`config.mk`:
```
export PLATFORM = sky130hd
export DESIGN_NAME = bakery_ticket_lock_manager
export DESIGN_NICKNAME = d
export VERILOG_FILES = /design/src/hdl/btlm_pkg.sv /design/src/hdl/btlm_ram.sv /design/src/hdl/btlm_modsc.sv /design/src/hdl/bakery_ticket_lock_manager.sv
export SDC_FILE = /design/constraint.sdc
export NUM_CORES = 1
export LEC_CHECK = 0
export BUFFER_PORTS_ARGS = -buffer_cell sky130_fd_sc_hd__clkbuf_2
export CORE_AREA = 2 2 210 212
export CTS_CLUSTER_SIZE = 25
export DETAILED_ROUTE_END_ITERATION = 16
export DIE_AREA = 0 0 212 214
export PLACE_DENSITY = 0.71
export SYNTH_ARGS = -nofsm -noshare
export SYNTH_HDL_FRONTEND = slang
export SYNTH_HIERARCHICAL = 1
export SYNTH_SLANG_ARGS = --single-unit
```
`constraint.sdc`:
```
create_clock -name clk -period 4.1 [get_ports clk]
set_clock_uncertainty 0.1 [all_clocks]
set_input_delay 0.82 -clock clk [delete_from_list [all_inputs] [get_ports clk]]
set_output_delay 0.82 -clock clk [all_outputs]
set_load 0.1 [all_outputs]
```
`src/hdl/btlm_pkg.sv`:
```
// Shared constants and types for the bakery ticket lock manager.
package btlm_pkg;

	localparam int STATUS_W = 3;
	localparam int SLOT_OUT_W = 3;
	localparam int TICKET_OUT_W = 16;
	localparam int PID_IN_W = 16;
	localparam int OUT_DATA_W = 48;

	typedef logic [STATUS_W-1:0] status_t;

	localparam status_t ST_QUEUED    = 3'd0;
	localparam status_t ST_FULL      = 3'd1;
	localparam status_t ST_RELEASED  = 3'd2;
	localparam status_t ST_NOTFOUND  = 3'd3;
	localparam status_t ST_SATURATED = 3'd4;

	localparam logic MODE_ACQUIRE = 1'b0;
	localparam logic MODE_RELEASE = 1'b1;

endpackage

```
`src/hdl/btlm_ram.sv`:
```
// Generic single-port-write, single-port-read RAM with registered read data.
module btlm_ram #(
	parameter int WIDTH = 32,
	parameter int DEPTH = 8
) (
	input  logic                     clk,
	input  logic                     we,
	input  logic [$clog2(DEPTH)-1:0] waddr,
	input  logic [WIDTH-1:0]         wdata,
	input  logic [$clog2(DEPTH)-1:0] raddr,
	output logic [WIDTH-1:0]         rdata
);

	logic [WIDTH-1:0] mem [DEPTH];

	always_ff @(posedge clk) begin
		if (we) begin
			mem[waddr] <= wdata;
		end
		rdata <= mem[raddr];
	end

endmodule

```
`src/hdl/btlm_modsc.sv`:
```
// Remainder of a process id by the slot count, by reciprocal multiplication.
module btlm_modsc #(
	parameter int PID_WIDTH = 16,
	parameter int SLOTS = 8
) (
	input  logic                     clk,
	input  logic                     arst_n,
	input  logic                     start,
	input  logic [PID_WIDTH-1:0]     dividend,
	output logic                     done,
	output logic [$clog2(SLOTS)-1:0] rem
);

	localparam int SLOT_W = $clog2(SLOTS);
	localparam int SHIFT = PID_WIDTH + SLOT_W;
	localparam int PROD_W = SHIFT + PID_WIDTH;
	localparam int DIFF_W = PID_WIDTH + SLOT_W;
	localparam logic [63:0] ONE = 64'd1;
	// Rounded-up reciprocal with SLOT_W extra bits of precision, which makes the
	// quotient exact for every dividend of PID_WIDTH bits.
	localparam logic [63:0] RECIP_FULL = ((ONE << SHIFT) + 64'(SLOTS) - ONE) / 64'(SLOTS);
	localparam logic [PID_WIDTH:0] RECIP = RECIP_FULL[PID_WIDTH:0];
	localparam logic [DIFF_W-1:0] DIVISOR = DIFF_W'(SLOTS);

	logic [PID_WIDTH-1:0] x_s1;
	logic                 v_s1;
	logic [PID_WIDTH-1:0] x_s2;
	logic [PID_WIDTH-1:0] quo_s2;
	logic                 v_s2;
	logic [SLOT_W-1:0]    rem_q;
	logic                 done_q;
	logic [PROD_W-1:0]    prod;
	logic [DIFF_W-1:0]    diff;

	always_comb begin
		prod = PROD_W'(x_s1) * PROD_W'(RECIP);
		// The true difference is below SLOTS, so its low bits survive the wrap.
		diff = DIFF_W'(x_s2) - DIFF_W'(quo_s2) * DIVISOR;
	end

	always_ff @(posedge clk or negedge arst_n) begin
		if (!arst_n) begin
			v_s1   <= 1'b0;
			v_s2   <= 1'b0;
			done_q <= 1'b0;
		end else begin
			v_s1 <= start;
			v_s2 <= v_s1;
			if (start) begin
				done_q <= 1'b0;
			end else if (v_s2) begin
				done_q <= 1'b1;
			end
		end
	end

	always_ff @(posedge clk) begin
		if (start) begin
			x_s1 <= dividend;
		end
		if (v_s1) begin
			x_s2   <= x_s1;
			quo_s2 <= prod[SHIFT +: PID_WIDTH];
		end
		if (v_s2) begin
			rem_q <= diff[SLOT_W-1:0];
		end
	end

	assign done = done_q;
	assign rem = rem_q;

endmodule

```
`src/hdl/bakery_ticket_lock_manager.sv`:
```
// Bakery ticket lock manager: request sequencer around the slot table RAM.
//
// Requests arrive on the s_ channel: s_tuser is the mode (0 acquire,
// 1 release) and s_tdata the process id. Each transaction gives exactly one
// result transaction on the m_ channel carrying the status, the slot taken
// or freed, the ticket granted and the current lock holder.
// Owners and tickets live in one RAM of SLOTS words; the used flags are
// flip-flops. A request walks the RAM once to find a free slot, the largest
// held ticket or the matching owner, writes the table, then walks it again
// to find the holder (lowest ticket, then lowest slot).
// An acquire first forms pid modulo SLOTS by reciprocal multiplication.
// One request is in progress at a time and the next is accepted in the
// cycle after the result is loaded into the output register.
// A finished result sits in the output register, and the next request is
// accepted while it waits; if the receiver stalls, the following result
// holds in the sequencer until the output register frees.
// Reset marks every slot free and empties the output register.
module bakery_ticket_lock_manager
	import btlm_pkg::*;
#(
	parameter int SLOTS = 8,
	parameter int PID_WIDTH = 16,
	parameter int TICKET_WIDTH = 16
) (
	input  logic                  clk,
	input  logic                  arst_n,
	input  logic                  s_tvalid,
	output logic                  s_tready,
	input  logic [PID_IN_W-1:0]   s_tdata,  // [15:0] pid
	input  logic                  s_tuser,  // [0] mode
	output logic                  m_tvalid,
	input  logic                  m_tready,
	// [2:0] status, [5:3] slot, [21:6] ticket, [22] holder_valid,
	// [25:23] holder_slot, [41:26] holder_pid, [47:42] zero
	output logic [OUT_DATA_W-1:0] m_tdata
);

	localparam int SLOT_W = $clog2(SLOTS);
	localparam int CNT_W = $clog2(SLOTS + 1);
	localparam int WORD_W = PID_WIDTH + TICKET_WIDTH;
	localparam logic [CNT_W-1:0] CNT_END = CNT_W'(SLOTS);
	localparam logic [TICKET_WIDTH-1:0] TKT_MAX = '1;

	typedef enum logic [2:0] {
		S_IDLE,
		S_MOD,
		S_SCAN,
		S_APPLY,
		S_HOLD,
		S_DONE
	} state_t;

	state_t state_q;

	logic                    mode_q;
	logic [PID_WIDTH-1:0]    pid_q;
	logic [SLOTS-1:0]        used_q;
	logic [CNT_W-1:0]        cnt_q;
	logic                    rd_v_q;
	logic [SLOT_W-1:0]       rd_idx_q;
	logic                    free_found_q;
	logic [SLOT_W-1:0]       free_idx_q;
	logic                    match_found_q;
	logic [SLOT_W-1:0]       match_idx_q;
	logic [TICKET_WIDTH-1:0] top_q;
	status_t                 status_q;
	logic [SLOT_W-1:0]       slot_q;
	logic [TICKET_WIDTH-1:0] ticket_q;
	logic                    hv_q;
	logic [SLOT_W-1:0]       hs_q;
	logic [PID_WIDTH-1:0]    hp_q;
	logic [TICKET_WIDTH-1:0] best_q;
	logic                    m_tvalid_q;
	logic [OUT_DATA_W-1:0]   m_tdata_q;

	logic [PID_WIDTH+PID_IN_W-1:0] pid_ext;
	logic [PID_WIDTH-1:0]          pid_in;
	logic                          mod_done;
	logic [SLOT_W-1:0]             home;
	logic                          accept;
	logic                          scanning;
	logic [SLOT_W-1:0]             scan_idx;
	logic                          ram_we;
	logic [SLOT_W-1:0]             ram_waddr;
	logic [WORD_W-1:0]             ram_wdata;
	logic [WORD_W-1:0]             ram_rdata;
	logic [PID_WIDTH-1:0]          rd_owner;
	logic [TICKET_WIDTH-1:0]       rd_tkt;
	logic                          home_used;
	logic                          acq_ok;
	logic [SLOT_W-1:0]             acq_slot;
	logic [TICKET_WIDTH-1:0]       new_tkt;
	logic                          load_out;
	logic [SLOT_W+SLOT_OUT_W-1:0]  slot_ext;
	logic [SLOT_W+SLOT_OUT_W-1:0]  hs_ext;
	logic [TICKET_WIDTH+TICKET_OUT_W-1:0] tkt_ext;
	logic [PID_WIDTH+PID_IN_W-1:0] hp_ext;

	assign pid_ext = {{PID_WIDTH{1'b0}}, s_tdata};
	assign pid_in = pid_ext[PID_WIDTH-1:0];
	assign accept = s_tvalid && s_tready;
	assign s_tready = (state_q == S_IDLE);

	btlm_modsc #(
		.PID_WIDTH(PID_WIDTH),
		.SLOTS(SLOTS)
	) u_modsc (
		.clk(clk),
		.arst_n(arst_n),
		.start(accept && (s_tuser == MODE_ACQUIRE)),
		.dividend(pid_in),
		.done(mod_done),
		.rem(home)
	);

	assign scanning = ((state_q == S_SCAN) || (state_q == S_HOLD)) && (cnt_q < CNT_END);
	assign scan_idx = cnt_q[SLOT_W-1:0];

	btlm_ram #(
		.WIDTH(WORD_W),
		.DEPTH(SLOTS)
	) u_table (
		.clk(clk),
		.we(ram_we),
		.waddr(ram_waddr),
		.wdata(ram_wdata),
		.raddr(scan_idx),
		.rdata(ram_rdata)
	);

	assign rd_owner = ram_rdata[WORD_W-1:TICKET_WIDTH];
	assign rd_tkt = ram_rdata[TICKET_WIDTH-1:0];

	always_comb begin
		home_used = used_q[home];
		acq_ok = !home_used || free_found_q;
		acq_slot = home_used ? free_idx_q : home;
		new_tkt = (top_q == TKT_MAX) ? TKT_MAX : top_q + 1'b1;
		ram_we = (state_q == S_APPLY) && (mode_q == MODE_ACQUIRE) && acq_ok;
		ram_waddr = acq_slot;
		ram_wdata = {pid_q, new_tkt};
	end

	assign load_out = (state_q == S_DONE) && (!m_tvalid_q || m_tready);

	assign slot_ext = {{SLOT_OUT_W{1'b0}}, slot_q};
	assign hs_ext = {{SLOT_OUT_W{1'b0}}, hs_q};
	assign tkt_ext = {{TICKET_OUT_W{1'b0}}, ticket_q};
	assign hp_ext = {{PID_IN_W{1'b0}}, hp_q};

	always_ff @(posedge clk or negedge arst_n) begin
		if (!arst_n) begin
			state_q       <= S_IDLE;
			used_q        <= '0;
			cnt_q         <= '0;
			rd_v_q        <= 1'b0;
			free_found_q  <= 1'b0;
			match_found_q <= 1'b0;
			hv_q          <= 1'b0;
			m_tvalid_q    <= 1'b0;
		end else begin
			rd_v_q   <= scanning;
			rd_idx_q <= scan_idx;
			if (load_out) begin
				m_tvalid_q <= 1'b1;
			end else if (m_tready) begin
				m_tvalid_q <= 1'b0;
			end
			unique case (state_q)
				S_IDLE: begin
					if (accept) begin
						mode_q        <= s_tuser;
						pid_q         <= pid_in;
						cnt_q         <= '0;
						free_found_q  <= 1'b0;
						match_found_q <= 1'b0;
						top_q         <= '0;
						state_q       <= (s_tuser == MODE_ACQUIRE) ? S_MOD : S_SCAN;
					end
				end
				S_MOD: begin
					if (mod_done) begin
						state_q <= S_SCAN;
					end
				end
				S_SCAN: begin
					if (scanning) begin
						cnt_q <= cnt_q + 1'b1;
						if (!used_q[scan_idx] && !free_found_q) begin
							free_found_q <= 1'b1;
							free_idx_q   <= scan_idx;
						end
					end
					// RAM data arrives in the cycle after its address is presented.
					if (rd_v_q && used_q[rd_idx_q]) begin
						if (rd_tkt > top_q) begin
							top_q <= rd_tkt;
						end
						if (rd_owner == pid_q && !match_found_q) begin
							match_found_q <= 1'b1;
							match_idx_q   <= rd_idx_q;
						end
					end
					if (!scanning && !rd_v_q) begin
						state_q <= S_APPLY;
					end
				end
				S_APPLY: begin
					if (mode_q == MODE_ACQUIRE) begin
						if (acq_ok) begin
							used_q[acq_slot] <= 1'b1;
							slot_q   <= acq_slot;
							ticket_q <= new_tkt;
							status_q <= (top_q == TKT_MAX) ? ST_SATURATED : ST_QUEUED;
						end else begin
							slot_q   <= '0;
							ticket_q <= '0;
							status_q <= ST_FULL;
						end
					end else if (match_found_q) begin
						used_q[match_idx_q] <= 1'b0;
						slot_q   <= match_idx_q;
						ticket_q <= '0;
						status_q <= ST_RELEASED;
					end else begin
						slot_q   <= '0;
						ticket_q <= '0;
						status_q <= ST_NOTFOUND;
					end
					cnt_q   <= '0;
					hv_q    <= 1'b0;
					hs_q    <= '0;
					hp_q    <= '0;
					best_q  <= '0;
					state_q <= S_HOLD;
				end
				S_HOLD: begin
					if (scanning) begin
						cnt_q <= cnt_q + 1'b1;
					end
					if (rd_v_q && used_q[rd_idx_q] && (!hv_q || rd_tkt < best_q)) begin
						hv_q   <= 1'b1;
						best_q <= rd_tkt;
						hs_q   <= rd_idx_q;
						hp_q   <= rd_owner;
					end
					if (!scanning && !rd_v_q) begin
						state_q <= S_DONE;
					end
				end
				S_DONE: begin
					if (load_out) begin
						state_q <= S_IDLE;
					end
				end
				default: begin
					state_q <= S_IDLE;
				end
			endcase
		end
	end

	always_ff @(posedge clk) begin
		if (load_out) begin
			m_tdata_q <= {6'b0, hp_ext[PID_IN_W-1:0], hs_ext[SLOT_OUT_W-1:0], hv_q,
				tkt_ext[TICKET_OUT_W-1:0], slot_ext[SLOT_OUT_W-1:0], status_q};
		end
	end

	assign m_tvalid = m_tvalid_q;
	assign m_tdata = m_tdata_q;

endmodule
```
Word level (Yosys, flattened, before mapping)
Memories as Yosys holds them, arrays and structs flattened. A register that Yosys moved wholly into a read port is not among the register bits.
Cells that the tools add are included.
Widths: inputs -> output; s select.
{"block": "word_totals", "mem_count": 1, "ram_bits": 256, "inputBits": 21, "register_bits": 173}
{"memory": "u_table.mem", "depth": 8, "width": 32, "rd": 1, "rd_clocked_by_memory_dff": 1, "write_ports": 1, "line_no": "btlm_ram.sv:14", "text": "logic [WIDTH-1:0] mem [DEPTH];"}
{"block": "classes", "bitwise": 6, "order_cmp": 10, "n_addsub": 3, "mux": 57, "eq_ne": 20, "reduce_logical": 46}
{"op": "$mux 16", "n": 6}
{"op": "$pmux 16 s2", "n": 3}
{"op": "$mux 3", "n": 13}
{"op": "$mux 8", "n": 3}
{"op": "$ne 2x1->1 const B", "n": 11}
{"op": "$lt 3x4->1 const B", "n": 5}
{"op": "$mux 1", "n": 18}
{"op": "$pmux 3 s6", "n": 1}
{"op": "$add 16x1->16 const B", "n": 1}
{"op": "$eq 16x16->1", "n": 1}
{"op": "$eq 16x16->1 const B", "n": 1}
{"op": "$gt 16x16->1", "n": 1}
{"op": "$lt 16x16->1", "n": 1}
{"op": "$reduce_and 4->1", "n": 4}
{"op": "$logic_and 1x1->1", "n": 13}
{"op": "$pmux 4 s3", "n": 1}
{"op": "$reduce_and 3->1", "n": 4}
{"op": "$reduce_and 5->1", "n": 2}
{"op": "$reduce_bool 2->1", "n": 5}
{"op": "$bmux 1 s3", "n": 3}
{"op": "$and 8x8->8", "n": 1}
{"op": "$logic_not 1->1", "n": 8}
{"op": "$mux 4", "n": 2}
{"op": "$not 8->8", "n": 1}
{"op": "19 further kinds", "n": 33}

Logic depth before layout (Yosys ltp)
Gate-level depths: netlist of the first run.
{"block": "logic_depth", "ltp_word": 10, "mapped_depth": 9, "ltp_nobuf": 7}

Cells and area by module
Netlist of the first run, hierarchy kept.
{"mod": "btlm_ram", "seq_area_each_um2": 8328.0, "cells_per_inst": 415, "area_per_inst_um2": 10466.3, "instances": 1}
{"mod": "bakery_ticket_lock_manager", "seq_area_each_um2": 4734.5, "cells_per_inst": 589, "area_per_inst_um2": 7549.7, "instances": 1}
{"mod": "btlm_modsc", "seq_area_each_um2": 345.3, "cells_per_inst": 13, "area_per_inst_um2": 355.3, "instances": 1}

Least setup slack after synthesis of the first run
OpenSTA, ideal clock, no wires.
{"block": "synth_path", "path_type": "reg2reg", "startpoint": "register u_modsc.rem_q[1], in the netlist u_modsc/rem[1]", "endpoint": "memory u_table.mem[0][0], enable pin", "required_ps": 3539, "synth_period_minus_slack_ps": 4576, "arrival_time_ps": 4015, "path_stages_with_launch": 10, "slack_ps": -476, "setup_time_ps": 461, "cell_sequence": "edfxtp_1 buf_4 or2b_2 o22ai_1 o31ai_1 clkbuf_8 buf_2 nor2_1 nand2b_1 nor3_1"}
{"block": "synth_via", "elab_chain_cells": 7}
{"element": "start, declared", "line_no": "btlm_modsc.sv:30", "text": "logic [SLOT_W-1:0] rem_q;"}
{"element": "start signal, assigned", "line_no": "btlm_modsc.sv:66", "text": "rem_q <= diff[SLOT_W-1:0];"}
{"element": "$bmux 1 s3", "line_no": "bakery_ticket_lock_manager.sv:135", "text": "home_used = used_q[home];"}
{"element": "$mux 1 (implied by the code)", "line_no": "bakery_ticket_lock_manager.sv:135"}
{"element": "$logic_not 1->1", "line_no": "bakery_ticket_lock_manager.sv:136", "text": "acq_ok = !home_used || free_found_q;"}
{"element": "$logic_or 1x1->1", "line_no": "bakery_ticket_lock_manager.sv:136"}
{"element": "$logic_and 1x1->1", "line_no": "bakery_ticket_lock_manager.sv:139", "text": "ram_we = (state_q == S_APPLY) && (mode_q == MODE_ACQUIRE) && acq_ok;"}
{"element": "named net ram_we", "line_no": "bakery_ticket_lock_manager.sv:83", "text": "logic ram_we;"}
{"element": "$mux 1", "line_no": "btlm_ram.sv:17", "text": "if (we) begin"}
{"element": "$mux 1 (implied by the code)", "line_no": "btlm_ram.sv:18", "text": "mem[waddr] <= wdata;"}
{"element": "end, declared", "line_no": "btlm_ram.sv:14"}
The timed path passes the listed nets, and every way through them passes these cells. The select of a mux whose other input is x is not followed.

Worst setup path in the final report of the first run
{"block": "layout_path", "startpoint": "register u_modsc.rem_q[1], in the netlist u_modsc/rem[1]", "endpoint": "memory u_table.mem[0][20], enable pin"}
The elaborated chain is that of the path after synthesis.

==> flow_summary.ini, run 1 <==
[setup_path]
critPathMostFrequentCell = buf_4
rr_worst_depth = 8
rrSetupSlack_ns = 0.77
cp_max_fo = 32
startpoint_type = flop
cp.required_ns = 4.19
cp-end-kind = flop
crit_chain = or2b_2 > o22ai_1 > o31ai_2 > buf_4 > nor2_1 > nand2b_1 > nor3_4 > buf_4
r2r_end = u_table/mem[0][20]
r2r_start = u_modsc/rem[1]
cpPeakStageDelay_ns = 0.57
slowest_stage = edfxtp_1
cp-startpoint = u_modsc/rem[1]
arrival_ns = 3.41
crit_path_end = u_table/mem[0][20]
critPathKind = flop to flop

[floorplanning]
die_h_um = 214
num_rows = 76
core_um2 = 42900
initial_core_util_pct = 42.8
die-area_um2 = 45400
fp.dieW_um = 212
pin_count = 71

[sta]
fin_setup_tns_ns = 0
slew_viol_final = 0
period_needed_ns = 3.33
setup_viol_count_final = 0
tightest_slew_ns = 0.947
slew_headroom_pct = 36.3
setup_slack_ns = 0.772
hold_ws_ns = 0.0565
finalCritPeriodShare_pct = 81.2
finalHoldViolations = 0
grt_setup_unrepaired = false
max_freq_ghz = 0.300

[final_layout]
diodes = 0
nets = 1169
stdcell_count = 1736
layout_common_cells = 406 x edfxtp_1, 64 x clkbuf_2, 58 x and2_1, 44 x clkbuf_16, 42 x inv_1
mostFrequentLayoutCell = edfxtp_1
area_growth_pct = 14.0
multi_input_area_um2 = 4660
drive_above_1_share_pct = 20.8
fillers = 3479
regArea_um2 = 13400

[grt]
gr-total-overflow = 0
track_usage_pct = 15.9
antenna_found_initial = 0
grt_pass1_vias = 9236
grt_pass1_wl_um = 54400
grt_max_degree = 69

[routing]
routedWlPerCell_um = 20.5
route.detailed.drc = 0
drt_iter0_markers = 594
finalWirelength_um = 35500
dr.pass1.iters = 5
postRouteAntennaNets = 0
viasPerCell = 5.29
vias = 9178

[clock_network]
cts_sinks = 461
cts_resized = 0
htree_levels = 2
cts_tree = done
post_cts_buffers = 0
cts_max_path_buffers = 3
cts-buffers-inserted = 44
holdBufCountCts = 0
root_buffer = clkbuf_16
clk_latency_ns = 0.56
clk_pin_slew_worst_paths_ns = 0.06

[placed_design]
pre_cts_slack_ns = 0.813
numPlacedInstances = 1654
place_congestion = 0.836
dp_hpwl_um = 21400
portBuffers = 64

[synth]
syn_area_um2 = 18400
ys_warn_count = 6
ys_ff_latch = 461
synthArstFlopShare_pct = 4.99
synth-edff-count = 406
syn_inst = 1017
ys_seq_area_share_pct = 73.0
synth.avg_cell_area_um2 = 18.1
synth_ff_type = edfxtp_1
synth.distinct_cells = 66

[min_path]
hp-class = primary input to asynchronous set/reset pin

[pwr]
cellPowerDensity_nw_per_um2 = 633
leakage_nw = 7.29
ir_worst_vdd_mv = 0.316

[status]
status = completed

[job]
drv_cap = 0
==> registers in the layout (all words and copies together) (netlist names), 4 cells and up <==
register,count
top_q,16
u_table/rdata,32
cnt_q,4
best_q,16
pid_q,16
ticket_q,16
hp_q,16
u_table/mem,256
m_tdata,42
used_q,8
==> area by class of cell <==
class	instances	share of cell area [%]
clock inverter	28	1.49
clock buffer	54	5.58
timing repair buffer	86	2.38
multi-input combinational	479	22.3
tap	585	3.49
sequential	461	64.0
inverter	43	0.771
==> kinds of logic (layout without fill, tap and decap cells) <==
| logic type | after synthesis | after routing | share of synthesized area [%] |
|---|---|---|---|
| simple gates | 199 | 199 | 5.82 |
| other cells | 1 | 6 | 0.0204 |
| buf+inv | 82 | 211 | 2.26 |
| mux | 113 | 113 | 11.9 |
| compound gates | 101 | 101 | 3.50 |
| flops | 461 | 461 | 73.0 |
| fa+ha+maj | 33 | 33 | 2.25 |
| xor+xnor | 27 | 27 | 1.29 |
==> worst max-delay path: cells and delay by family, from the launching register on <==
kind                   cells  cell delay [ns]
and+or+nand+nor            4             1.07
AOI/OAI and AO/OA          2             0.49
buffers and inverters      2             0.69
DFF                        1             0.57
==> metal layers <==
metal	share of wire, %	routed length, µm	global-route usage, %	vias up
li1	-	-	-	4177
met1	44	15700	22.2	4679
met2	48	17000	25.8	274
met3	6.1	2150	2.79	48
met4	1.9	657	4.34	0
met5	0	0	0	-
==> synthesized netlist by cell type, types with 23 or more instances <==
cell type	number	area, µm²
a21oi_1	29	145
mux4_1	40	1050
inv_1	42	158
mux2_2	37	417
edfxtp_1	406	12200
nor2_1	27	101
o21ai_0	29	145
dfxtp_1	32	641
and2_1	58	363
ha_1	33	413
dfrtp_1	23	576
mux4_2	28	631
nand2_1	40	150
==> power breakdown <==
group	total (W)	internal (W)	switching, W
Combinational	0.00289	0.00121	0.00169
Clock	0.00412	0.00242	0.00170
Sequential	0.00624	0.00577	0.000475
Total	0.0133	0.00939	0.00386
==> stage by stage <==
step	utilization [%]	instance area, µm²	total power [W]
floorplan	-	18400	0.00841
global placement	45.4	19500	0.00918
detailed placement	45.4	19500	0.00924
CTS	48.8	20900	0.0134
global route	48.8	20900	0.0139
finish	48.8	20900	0.0133
==> worst min-delay path by stage <==
stage / start / to / slack [ns]
6_report: arst_n / hv_q / 0.06
5_1_grt: arst_n / hv_q / 0.05
4_1_cts: arst_n / m_tvalid / 0.04
3_5_place_dp: ticket_q[14] / m_tdata[20] / 0.30
3_3_place_gp: ticket_q[15] / m_tdata[21] / 0.30
2_1_floorplan: status_q[0] / m_tdata[0] / 0.30
No activity file was read; power rests on OpenSTA's default activity.
==> inputs of run 2 (changes only) <==
--- a/config.mk
+++ b/config.mk
@@ -10,7 +10,7 @@
 export CTS_CLUSTER_SIZE = 25
 export DETAILED_ROUTE_END_ITERATION = 16
 export DIE_AREA = 0 0 212 214
-export PLACE_DENSITY = 0.71
+export PLACE_DENSITY = 0.69
 export SYNTH_ARGS = -nofsm -noshare
 export SYNTH_HDL_FRONTEND = slang
 export SYNTH_HIERARCHICAL = 1
==> constraint.sdc (replaced) <==
create_clock -name clk -period 3.33 [get_ports clk]
set_clock_uncertainty 0.1 [all_clocks]
set_input_delay 0.666 -clock clk [delete_from_list [all_inputs] [get_ports clk]]
set_output_delay 0.666 -clock clk [all_outputs]
set_load 0.1 [all_outputs]
==> run 2 against run 1 <==
Compared with the run above: sequential share of layout area decreased by 0.74 points; design area grew 1.2%; clock power increased by 28%; combinational power increased by 26%; register-to-register slack got worse by 0.30 ns; critical path type unchanged; setup slack worse by 0.30 ns; fmax increased by 17%; hold slack better by 0.12 ns; critical path depth decreased by 1; clock-buffer cell count grew 7; total power grew 25%.
==> flow_summary.ini, run 2 (synthesis results as in run 1) <==
[pwr]
p_sw_w = 0.00482
pwr-share-comb_pct = 21.9
leakage_nw = 7.41
ir_worst_vdd_mv = 0.421
p_seq_share_pct = 46.2
cellPowerDensity_nw_per_um2 = 783
p_sw_share_pct = 29.0
p_int_w = 0.0118
power_frac_clock_pct = 31.9

[final_layout]
diodes = 0
nets = 1178
largest_reg_flops = 256
area_growth_pct = 15.4
layout_common_cells = 406 x edfxtp_1, 64 x clkbuf_2, 58 x and2_1, 47 x clkbuf_16, 42 x inv_1
stdcell_area_um2 = 21200
max_flop_register = u_table/mem
mostFrequentLayoutCell = edfxtp_1
drive_above_1_share_pct = 22.0
final_core_util_pct = 49.4
fillers = 3469

[setup_path]
cp.required_ns = 3.47
cp-end-kind = flop
startpoint_type = flop
cp_max_fo = 32
critPathKind = flop to flop
crit_chain = or2b_2 > o22ai_1 > nor2_1 > mux2_2 > nand2b_1 > nor2_4 > buf_12
slowest_stage = edfxtp_1
arrival_ns = 2.99
cpPeakStageDelay_ns = 0.57

[floorplanning]
num_rows = 76
core_um2 = 42900
die-area_um2 = 45400
pin_count = 71
fp.dieW_um = 212
initial_core_util_pct = 42.8
die_h_um = 214

[sta]
finalCritPeriodShare_pct = 85.7
setup_slack_ns = 0.476
setup_viol_count_final = 0
slew_viol_final = 0
tightest_slew_ns = 0.943
finalHoldViolations = 0
slew_headroom_pct = 36.3
grt_setup_unrepaired = false
max_freq_ghz = 0.350
period_needed_ns = 2.85

[clock_network]
cts_sinks = 461
cts_resized = 0
root_buffer = clkbuf_16
holdBufCountCts = 1
cts-buffers-inserted = 46
cts_tree = done
clk_latency_ns = 0.56
clk_pin_slew_worst_paths_ns = 0.06
cts_max_path_buffers = 3
htree_levels = 2
post_cts_buffers = 0

[placed_design]
dp_hpwl_um = 22600
portBuffers = 64
placed_area_um2 = 19600
place_congestion = 0.818
pre_cts_slack_ns = 0.503

[routing]
route.detailed.drc = 0
finalWirelength_um = 35500
drt_iter0_markers = 687
postRouteAntennaNets = 0
routedWlPerCell_um = 20.3
viasPerCell = 5.24
dr.pass1.iters = 5
vias = 9162

[grt]
antenna_found_initial = 1
grt_pass1_wl_um = 55400
grt_pass1_vias = 9609
gr-total-overflow = 0
track_usage_pct = 16.1
grt_max_degree = 70

[status]
status = completed

[min_path]
hp-class = primary input to flop

[job]
drv_cap = 0
-- run 2: changes by cell type in the layout (fill, tap and decap cells not counted), sizes merged --
cell         before  now
bufinv            6    5
clkinv           19   15
buf              22   28
inv              44   46
clkbuf          118  125
dlygate4sd3       0    1
-- run 2: power groups by stage --
stage | Clock, W | Combinational (W) | Sequential [W]
final | 0.00529 | 0.00363 | 0.00767
after global routing | 0.00566 | 0.00400 | 0.00776
after CTS | 0.00542 | 0.00368 | 0.00767
after detailed placement | 0 | 0.00366 | 0.00778
after global placement | 0 | 0.00360 | 0.00776
after floorplan | 0 | 0.00257 | 0.00781
-- run 2: path summary, 6_finish.rpt --
path	cells after the start	to	from	slack, ns
max in group asynchronous	3	cnt_q[0]	arst_n	2.11
min in group asynchronous	2	state_q[0]	arst_n	0.39
max	7	u_table/mem[5][9]	u_modsc/rem[1]	0.48
min reg2reg	0	m_tdata[26]	hp_q[0]	0.32
min	1	pid_q[4]	s_tdata[4]	0.17
max reg2reg	7	u_table/mem[5][9]	u_modsc/rem[1]	0.48
-- run 2: worst max-delay path, delay by kind of cell (launching register included) --
family / cells / cell delay (ns)
AO/OA/AOI/OAI: 1 / 0.38
multiplexers: 1 / 0.38
buffers and inverters: 1 / 0.24
AND/OR/NAND/NOR: 4 / 0.86
flip-flops: 1 / 0.57
-- run 2: routing by layer --
metal	routed length [µm]	up-vias	share of wire [%]	global-route usage [%]
met1	16200	4690	46	22.6
met2	16900	231	48	25.8
met4	749	0	2.1	4.81
met3	1580	55	4.5	2.71
met5	0	-	0	0
li1	-	4186	-	-
-- run 2: through the flow --
| stage | instances | hold WS [ns] | setup TNS (ns) | power (W) |
|---|---|---|---|---|
| 2_1_floorplan | 1022 | 0.270 | -90.97 | 0.0104 |
| 3_3_place_gp | 1660 | 0.302 | 0 | 0.0114 |
| 3_5_place_dp | 1660 | 0.305 | 0 | 0.0114 |
| 4_1_cts | 1747 | 0.147 | 0 | 0.0168 |
| 5_1_grt | 1747 | 0.156 | 0 | 0.0174 |
| 6_report | 1747 | 0.174 | 0 | 0.0166 |
-- run 2: final cells by class --
class                           instances  area, µm²  area share, %
Timing Repair Buffer                   93        641           3.02
Tap cell                              585        732           3.45
Clock inverter                         25        279           1.32
Multi-Input combinational cell        479       4670           22.0
Sequential cell                       461      13400           63.3
Inverter                               43        161          0.762
Clock buffer                           61       1300           6.13
